File: config.mk
export PLATFORM = sky130hd
export DESIGN_NAME = shift_register_led_pwm
export DESIGN_NICKNAME = d
export VERILOG_FILES = /design/src/slpwm_pkg.sv /design/src/slpwm_ctrl.sv /design/src/slpwm_dp.sv /design/src/shift_register_led_pwm.sv
export SDC_FILE = /design/constraint.sdc
export NUM_CORES = 1
export LEC_CHECK = 0
export ABC_AREA = 1
export ABC_CLOCK_PERIOD_IN_PS = 3700
export BUFFER_PORTS_ARGS = -buffer_cell sky130_fd_sc_hd__buf_2
export CAP_MARGIN = 20
export CORE_MARGIN = 8
export CORE_UTILIZATION = 40
export CTS_CLUSTER_DIAMETER = 100
export DETAILED_ROUTE_END_ITERATION = 8
export GPL_TIMING_DRIVEN = 0
export HOLD_SLACK_MARGIN = 0.03
export PLACE_DENSITY = 0.6
export REMOVE_ABC_BUFFERS = 1
export SETUP_SLACK_MARGIN = 0.3
export SLEW_MARGIN = 20
export SYNTH_ARGS = -nofsm -noshare
export SYNTH_HDL_FRONTEND = slang
export SYNTH_HIERARCHICAL = 1
export SYNTH_SLANG_ARGS = --single-unit
File: constraint.sdc
create_clock -name clk -period 3.7 [get_ports clk]
set_input_delay 0.37 -clock clk [delete_from_list [all_inputs] [get_ports clk]]
set_output_delay 0.37 -clock clk [all_outputs]
set_load 0.01 [all_outputs]
File: src/slpwm_pkg.sv
// ----------------------------------------------------------------------------
// slpwm_pkg
// Shared types and constants for the shift-register LED PWM driver.
// ----------------------------------------------------------------------------
package slpwm_pkg;

	localparam int BITS_PER_REGISTER = 8;
	localparam int PLANE_DEPTH       = 64;
	localparam int IDX_W             = 6;
	localparam int LEVEL_W           = 3;
	localparam int PHASE_FIELD_W     = 2;
	localparam int APB_ADDR_W        = 3;
	localparam int APB_DATA_W        = 32;

	// command codes
	localparam logic CMD_SET     = 1'b0;
	localparam logic CMD_REFRESH = 1'b1;

	// register index (byte address / 4)
	localparam logic REG_OUTPUT_ACTIVE_LOW = 1'b0;

	typedef struct packed {
		logic                 command;
		logic [IDX_W-1:0]     output_index;
		logic [LEVEL_W-1:0]   brightness;
	} item_t;

	typedef struct packed {
		logic                     serial_data;
		logic [IDX_W-1:0]         bit_position;
		logic                     latch_after;
		logic [PHASE_FIELD_W-1:0] phase;
	} result_t;

	// controller -> datapath
	typedef struct packed {
		logic write_level;
		logic read_first;
		logic read_next;
		logic load_result;
		logic advance_phase;
	} dp_cmd_t;

	// datapath -> controller
	typedef struct packed {
		logic result_free;
		logic last_bit;
	} dp_status_t;

endpackage

File: src/slpwm_ctrl.sv
// ----------------------------------------------------------------------------
// slpwm_ctrl
// Sequencer: takes set and refresh commands and steps a refresh through the
// chain one bit per cycle while the result register can take it.
// ----------------------------------------------------------------------------
module slpwm_ctrl import slpwm_pkg::*; (
	input  logic       clk,
	input  logic       arst_n,
	input  logic       item_valid,
	input  logic       item_command,
	output logic       item_stall,
	input  dp_status_t status,
	output dp_cmd_t    cmd
);

	localparam logic ST_IDLE  = 1'b0;
	localparam logic ST_SHIFT = 1'b1;

	logic state_q;
	logic state_d;

	always_comb begin
		state_d    = state_q;
		cmd        = '0;
		item_stall = 1'b1;
		unique case (state_q)
			ST_IDLE: begin
				item_stall = 1'b0;
				if (item_valid) begin
					if (item_command == CMD_REFRESH) begin
						cmd.read_first = 1'b1;
						state_d        = ST_SHIFT;
					end else begin
						cmd.write_level = 1'b1;
					end
				end
			end
			ST_SHIFT: begin
				if (status.result_free) begin
					cmd.load_result = 1'b1;
					if (status.last_bit) begin
						cmd.advance_phase = 1'b1;
						state_d           = ST_IDLE;
					end else begin
						cmd.read_next = 1'b1;
					end
				end
			end
			default: state_d = ST_IDLE;
		endcase
	end

	always_ff @(posedge clk or negedge arst_n) begin
		if (!arst_n) begin
			state_q <= ST_IDLE;
		end else begin
			state_q <= state_d;
		end
	end

endmodule

File: src/slpwm_dp.sv
// ----------------------------------------------------------------------------
// slpwm_dp
// Datapath: brightness plane memory, phase counter, bit counter and the
// result register.
// ----------------------------------------------------------------------------
module slpwm_dp import slpwm_pkg::*; #(
	parameter int CHAIN_REGISTERS = 8,
	parameter int PWM_STEPS       = 4
) (
	input  logic       clk,
	input  logic       arst_n,
	input  dp_cmd_t    cmd,
	output dp_status_t status,
	input  item_t      item,
	input  logic       output_active_low,
	input  logic       result_stall,
	output logic       result_valid,
	output result_t    result
);

	localparam int CHAIN_OUTPUTS = CHAIN_REGISTERS * BITS_PER_REGISTER;
	localparam int PHASE_W       = $clog2(PWM_STEPS);
	localparam int PHASE_EXT_W   = (PHASE_W > PHASE_FIELD_W) ? PHASE_W : PHASE_FIELD_W;

	logic [PWM_STEPS-1:0] plane_mem [PLANE_DEPTH];
	logic [PLANE_DEPTH-1:0] written_q;
	logic [PWM_STEPS-1:0] rd_data_q;
	logic                 rd_written_q;
	logic [IDX_W-1:0]     cnt_q;
	logic [IDX_W-1:0]     rd_addr;
	logic                 rd_en;
	logic [PHASE_W-1:0]   phase_q;
	logic [PHASE_EXT_W-1:0] phase_ext;
	logic [PWM_STEPS-1:0] level_code;
	logic                 index_in_chain;
	logic                 plane_bit;
	logic                 result_valid_q;
	result_t              result_q;

	// thermometer code: phase i lit when i < brightness
	always_comb begin
		for (int i = 0; i < PWM_STEPS; i++) begin
			level_code[i] = (5'(i) < {2'b00, item.brightness});
		end
	end

	assign index_in_chain = ({1'b0, item.output_index} < 7'(CHAIN_OUTPUTS));
	assign rd_en          = cmd.read_first | cmd.read_next;
	assign rd_addr        = cmd.read_first ? '0 : cnt_q + 1'b1;

	always_ff @(posedge clk) begin
		if (cmd.write_level && index_in_chain) begin
			plane_mem[item.output_index] <= level_code;
		end
		if (rd_en) begin
			rd_data_q <= plane_mem[rd_addr];
		end
	end

	always_ff @(posedge clk or negedge arst_n) begin
		if (!arst_n) begin
			written_q    <= '0;
			rd_written_q <= 1'b0;
			cnt_q        <= '0;
			phase_q      <= '0;
		end else begin
			if (cmd.write_level && index_in_chain) begin
				written_q[item.output_index] <= 1'b1;
			end
			if (rd_en) begin
				rd_written_q <= written_q[rd_addr];
				cnt_q        <= rd_addr;
			end
			if (cmd.advance_phase) begin
				if (phase_q == PHASE_W'(PWM_STEPS - 1)) begin
					phase_q <= '0;
				end else begin
					phase_q <= phase_q + 1'b1;
				end
			end
		end
	end

	assign plane_bit = rd_written_q & rd_data_q[phase_q];
	assign phase_ext = PHASE_EXT_W'(phase_q);

	always_ff @(posedge clk or negedge arst_n) begin
		if (!arst_n) begin
			result_valid_q <= 1'b0;
		end else if (cmd.load_result) begin
			result_valid_q <= 1'b1;
		end else if (!result_stall) begin
			result_valid_q <= 1'b0;
		end
	end

	always_ff @(posedge clk) begin
		if (cmd.load_result) begin
			result_q.serial_data  <= plane_bit ^ output_active_low;
			result_q.bit_position <= cnt_q;
			result_q.latch_after  <= status.last_bit;
			result_q.phase        <= phase_ext[PHASE_FIELD_W-1:0];
		end
	end

	assign status.result_free = ~result_valid_q | ~result_stall;
	assign status.last_bit    = (cnt_q == IDX_W'(CHAIN_OUTPUTS - 1));
	assign result_valid       = result_valid_q;
	assign result             = result_q;

endmodule

File: src/shift_register_led_pwm.sv
// ----------------------------------------------------------------------------
// shift_register_led_pwm
// Software-style PWM driver for a chain of 8-bit LED shift registers.
//
// Input channel (item, item_valid, item_stall): a set command stores one
// output's brightness; indexes past the chain are dropped.
// A refresh command emits CHAIN_REGISTERS*8 transfers on the result channel,
// one per chain bit from output 0 upward, the last flagged with latch_after,
// then advances the PWM phase. The item channel stalls until the final bit
// has been loaded into the result register.
// The first bit passes through the plane read register and then the result
// register; bits follow one per cycle while the result channel does not
// stall, limited by the single read port of the plane memory.
// A stall on the result channel holds the result register and pauses the
// sequence; nothing is dropped.
// Reset: all outputs off, phase 0, output_active_low 0 (per-entry valid bits,
// no clearing pass). Write output_active_low over APB only while idle.
// ----------------------------------------------------------------------------
module shift_register_led_pwm import slpwm_pkg::*; #(
	parameter int CHAIN_REGISTERS = 8,
	parameter int PWM_STEPS       = 4
) (
	input  logic                  clk,
	input  logic                  arst_n,
	input  logic                  item_valid,
	output logic                  item_stall,
	input  item_t                 item,
	output logic                  result_valid,
	input  logic                  result_stall,
	output result_t               result,
	input  logic                  psel,
	input  logic                  penable,
	input  logic                  pwrite,
	input  logic [APB_ADDR_W-1:0] paddr,
	input  logic [APB_DATA_W-1:0] pwdata,
	output logic [APB_DATA_W-1:0] prdata,
	output logic                  pready
);

	dp_cmd_t    cmd;
	dp_status_t status;
	logic       output_active_low_q;
	logic       reg_hit;

	assign pready  = 1'b1;
	assign reg_hit = (paddr[APB_ADDR_W-1] == REG_OUTPUT_ACTIVE_LOW);

	always_ff @(posedge clk or negedge arst_n) begin
		if (!arst_n) begin
			output_active_low_q <= 1'b0;
		end else if (psel && penable && pwrite && reg_hit) begin
			output_active_low_q <= pwdata[0];
		end
	end

	assign prdata = reg_hit ? {{(APB_DATA_W-1){1'b0}}, output_active_low_q} : '0;

	slpwm_ctrl u_ctrl (
		.clk          (clk),
		.arst_n       (arst_n),
		.item_valid   (item_valid),
		.item_command (item.command),
		.item_stall   (item_stall),
		.status       (status),
		.cmd          (cmd)
	);

	slpwm_dp #(
		.CHAIN_REGISTERS (CHAIN_REGISTERS),
		.PWM_STEPS       (PWM_STEPS)
	) u_dp (
		.clk               (clk),
		.arst_n            (arst_n),
		.cmd               (cmd),
		.status            (status),
		.item              (item),
		.output_active_low (output_active_low_q),
		.result_stall      (result_stall),
		.result_valid      (result_valid),
		.result            (result)
	);

endmodule

==> impl_metrics.toml <==
[die]
start_util_pct = 40.4
num_rows = 70
die_w_um = 208
boundaryPins = 97
core-area_mm2 = 0.0365
die_area_mm2 = 0.0433
die_h_um = 208

[synth]
muxShareOfSynthArea_pct = 0
avgSynthCellArea_um2 = 10.8
synthFlopType = "edfxtp_1"
synth-xor-area-share_pct = 0.0593
synth_top_family_by_area = "simple AND/OR/NAND/NOR gates"
synth_most_common_cell = "edfxtp_1"
synth_top_area_share_pct = 54.9
synth_area_leaders = "edfxtp_1 55%, dfrtp_1 13%, nor2_1 6.7%"
async_reset_ff_share_pct = 22.0
synthAdderAreaFrac_pct = 0.169
seq_area_frac_synth_pct = 67.8
syn_area_mm2 = 0.0148
yosysUniqueCellTypes = 28
synth_edf_count = 270
synth-seq-cells = 346
yosysWarnings = 6
syn_inst = 1366
synth_compound_area_share_pct = 9.90
yosysTopAreaCell = "edfxtp_1"
synth_common_cells = "270 x edfxtp_1, 265 x nor2_1, 189 x o21ai_0"
synthSimpleGateAreaFrac_pct = 15.2

[worst_setup_path]
cp-start-kind = "register"
path_class = "reg2reg"
cp_max_fo = 22
end_kind = "register"
cp.arrival_ps = 3500
crit_required_ps = 3960

[clock_network]
cts_buffers = 37
clk_latency_ps = 520
htreeDepth = 2
cts_root_buf = "clkbuf_16"
cts_buffer_depth = 3
cts.sinks = 346
cts_tree = "done"
clk_pin_slew_ps = 60

[detailed_routing]
dr_total_vias = 10012
vias_per_cell = 5.36
dr.pass1.iters = 5
ant_nets = 0
drc = 0
totalWireLength_um = 36100
dr.first_iter.drc_count = 872
wire_per_inst_um = 19.3

[job]
cap_violations = 0

[sta]
hold_viol_final = 0
max_freq_ghz = 0.308
tightest_slew_ps = 900
max-slew-margin-rel_pct = 39.9
post-route-period-util_pct = 87.7
rsz0062_at_grt = "no"
fin_crit_ps = 3240
fin_skew_ps = 13.0
whs_ps = 93.7
finalMaxSlewViolations = 0
setup_viol = 0

[grt]
overflow = 0
use_met3_pct = 3.37
top_usage_layer = "met2"
grt_use_total_pct = 16.4
grt_max_degree = 67
antenna_found_initial = 0
grt_pass1_wl_um = 56100
grt_use_met1_pct = 22.2
met2_usage_pct = 26.3
grt_pass1_vias = 9706

[placed_design]
dp_hpwl_um = 21000
gp_congestion = 0.795
portBuffers = 31

[pwr]
p_seq_share_pct = 34.8
power.leakage_nw = 6.09
pwr-share-clk_pct = 27.3
vdd_ir_drop_max_v = 0.000408
switching_share_pct = 38.0
p_switching_mw = 4.87
p_total_mw = 12.8
cell_internal_pwr_mw = 7.93
power_frac_comb_pct = 37.9
powerDensity_mw_per_mm2 = 773

[worst_hold_path]
hp-class = "in2reg"

[layout]
synthToLayoutAreaGrowth_pct = 12.2
diodes = 0
final_layout_size_suffix_gt1_share_pct = 9.29
fin_nets = 1425

[run_status]
status = "complete, no violations"
-- per-layer routing --
metal	share of wire, %	vias to the layer above
li1	-	4666
met1	44	4898
met2	46	378
met3	7.5	70
met4	2.4	0
met5	0	-
-- power by group through the flow --
stage / sequential, mW / clock, mW / combinational, mW
5_1_grt: 4.47 / 3.72 / 5.31
3_3_place_gp: 4.53 / 0 / 4.11
3_5_place_dp: 4.53 / 0 / 4.68
4_1_cts: 4.46 / 3.57 / 4.78
6_report: 4.46 / 3.49 / 4.85
2_1_floorplan: 4.51 / 0 / 2.84
-- sequential cells by signal (all words and copies together) (netlist names) --
name	cells
u_dp/plane_mem	256
u_dp/written_q	64
u_dp/result	10
u_dp/cnt_q	6
u_dp/rd_data_q	4
u_dp/phase_ext	2
output_active_low_q	1
u_ctrl/state_q	1
u_dp/rd_written_q	1
u_dp/result_valid	1
-- metrics by stage --
stage / util (%) / instances / cell area [µm²] / setup WS (ps) / setup TNS (ps)
6_report: 45.4 / 1868 / 16600 / 457 / 0
3_5_place_dp: 42.0 / 1795 / 15300 / -852 / -3760
4_1_cts: 45.3 / 1867 / 16500 / 347 / 0
3_3_place_gp: 41.1 / 1785 / 15000 / -4320 / -208280
2_1_floorplan: - / 1286 / 14300 / -903 / -4310
5_1_grt: 45.4 / 1868 / 16600 / 286 / 0
-- cells in the final DEF, fill, tap and decap left out, drive strengths merged --
cell type / instances
dfrtp: 76
o31ai: 8
o221ai: 8
nor2: 269
nand2: 115
nand4: 2
clkbuf: 52
nand3: 132
nor3: 10
conb: 32
xnor2: 1
o211ai: 48
inv: 110
clkinvlp: 2
buf: 43
a21oi: 3
or2: 11
clkinv: 14
dlygate4sd3: 1
edfxtp: 270
o22ai: 1
o21ai: 190
ha: 2
-- cells by family (layout without fill, tap and decap cells) --
group / Yosys count / in the layout
adders and majority gates: 2 / 2
buffers and inverters: 220 / 222
and+or+nand+nor: 537 / 539
other: 2 / 32
AOI/OAI and AO/OA: 258 / 258
DFF: 346 / 346
xor gates and xnor gates: 1 / 1
-- path summary, 6_finish.rpt --
check,slack [ps],to,depth (start not counted),from
min in group asynchronous,370,u_dp/cnt_q[3]$_DFFE_PN0P_,2,arst_n
min reg2reg,460,u_dp/written_q[8]$_DFFE_PN0P_,2,u_dp/written_q[8]$_DFFE_PN0P_
max reg2reg,460,u_dp/rd_data_q[1]$_DFFE_PP_,9,u_dp/cnt_q[0]$_DFFE_PN0P_
max,460,u_dp/rd_data_q[1]$_DFFE_PP_,9,u_dp/cnt_q[0]$_DFFE_PN0P_
max in group asynchronous,2740,u_dp/written_q[13]$_DFFE_PN0P_,3,arst_n
min,90,output_active_low_q$_DFFE_PN0P_,3,pwdata[0]
-- area by class of cell --
cell class | count | area, µm²
Fill cell | 3400 | 20000
Sequential cell | 346 | 10000
Multi-Input combinational cell | 832 | 3950
Clock buffer | 52 | 1070
Tap cell | 468 | 586
Timing Repair Buffer | 44 | 442
Inverter | 110 | 424
Clock inverter | 16 | 83.8
-- worst max-delay path, stage by stage (launching register included) --
cell	delay (ps)
dfrtp_2	770
nand3_1	140
nand2_1	90
nand2_1	340
nor2_4	530
inv_1	400
o211ai_1	220
nand3_1	200
nand3_1	190
nand2_1	90
-- repair_timing --
action	4_1_cts	5_1_grt
cloned	2	0
buffers inserted	1	1
endpoints found under the setup margin	5	5
pin swaps	2	1
hold buffers	1	0
gates resized for setup	3	3
hold endpoints to repair	32	0
No activity file was read; power rests on OpenSTA's default activity.
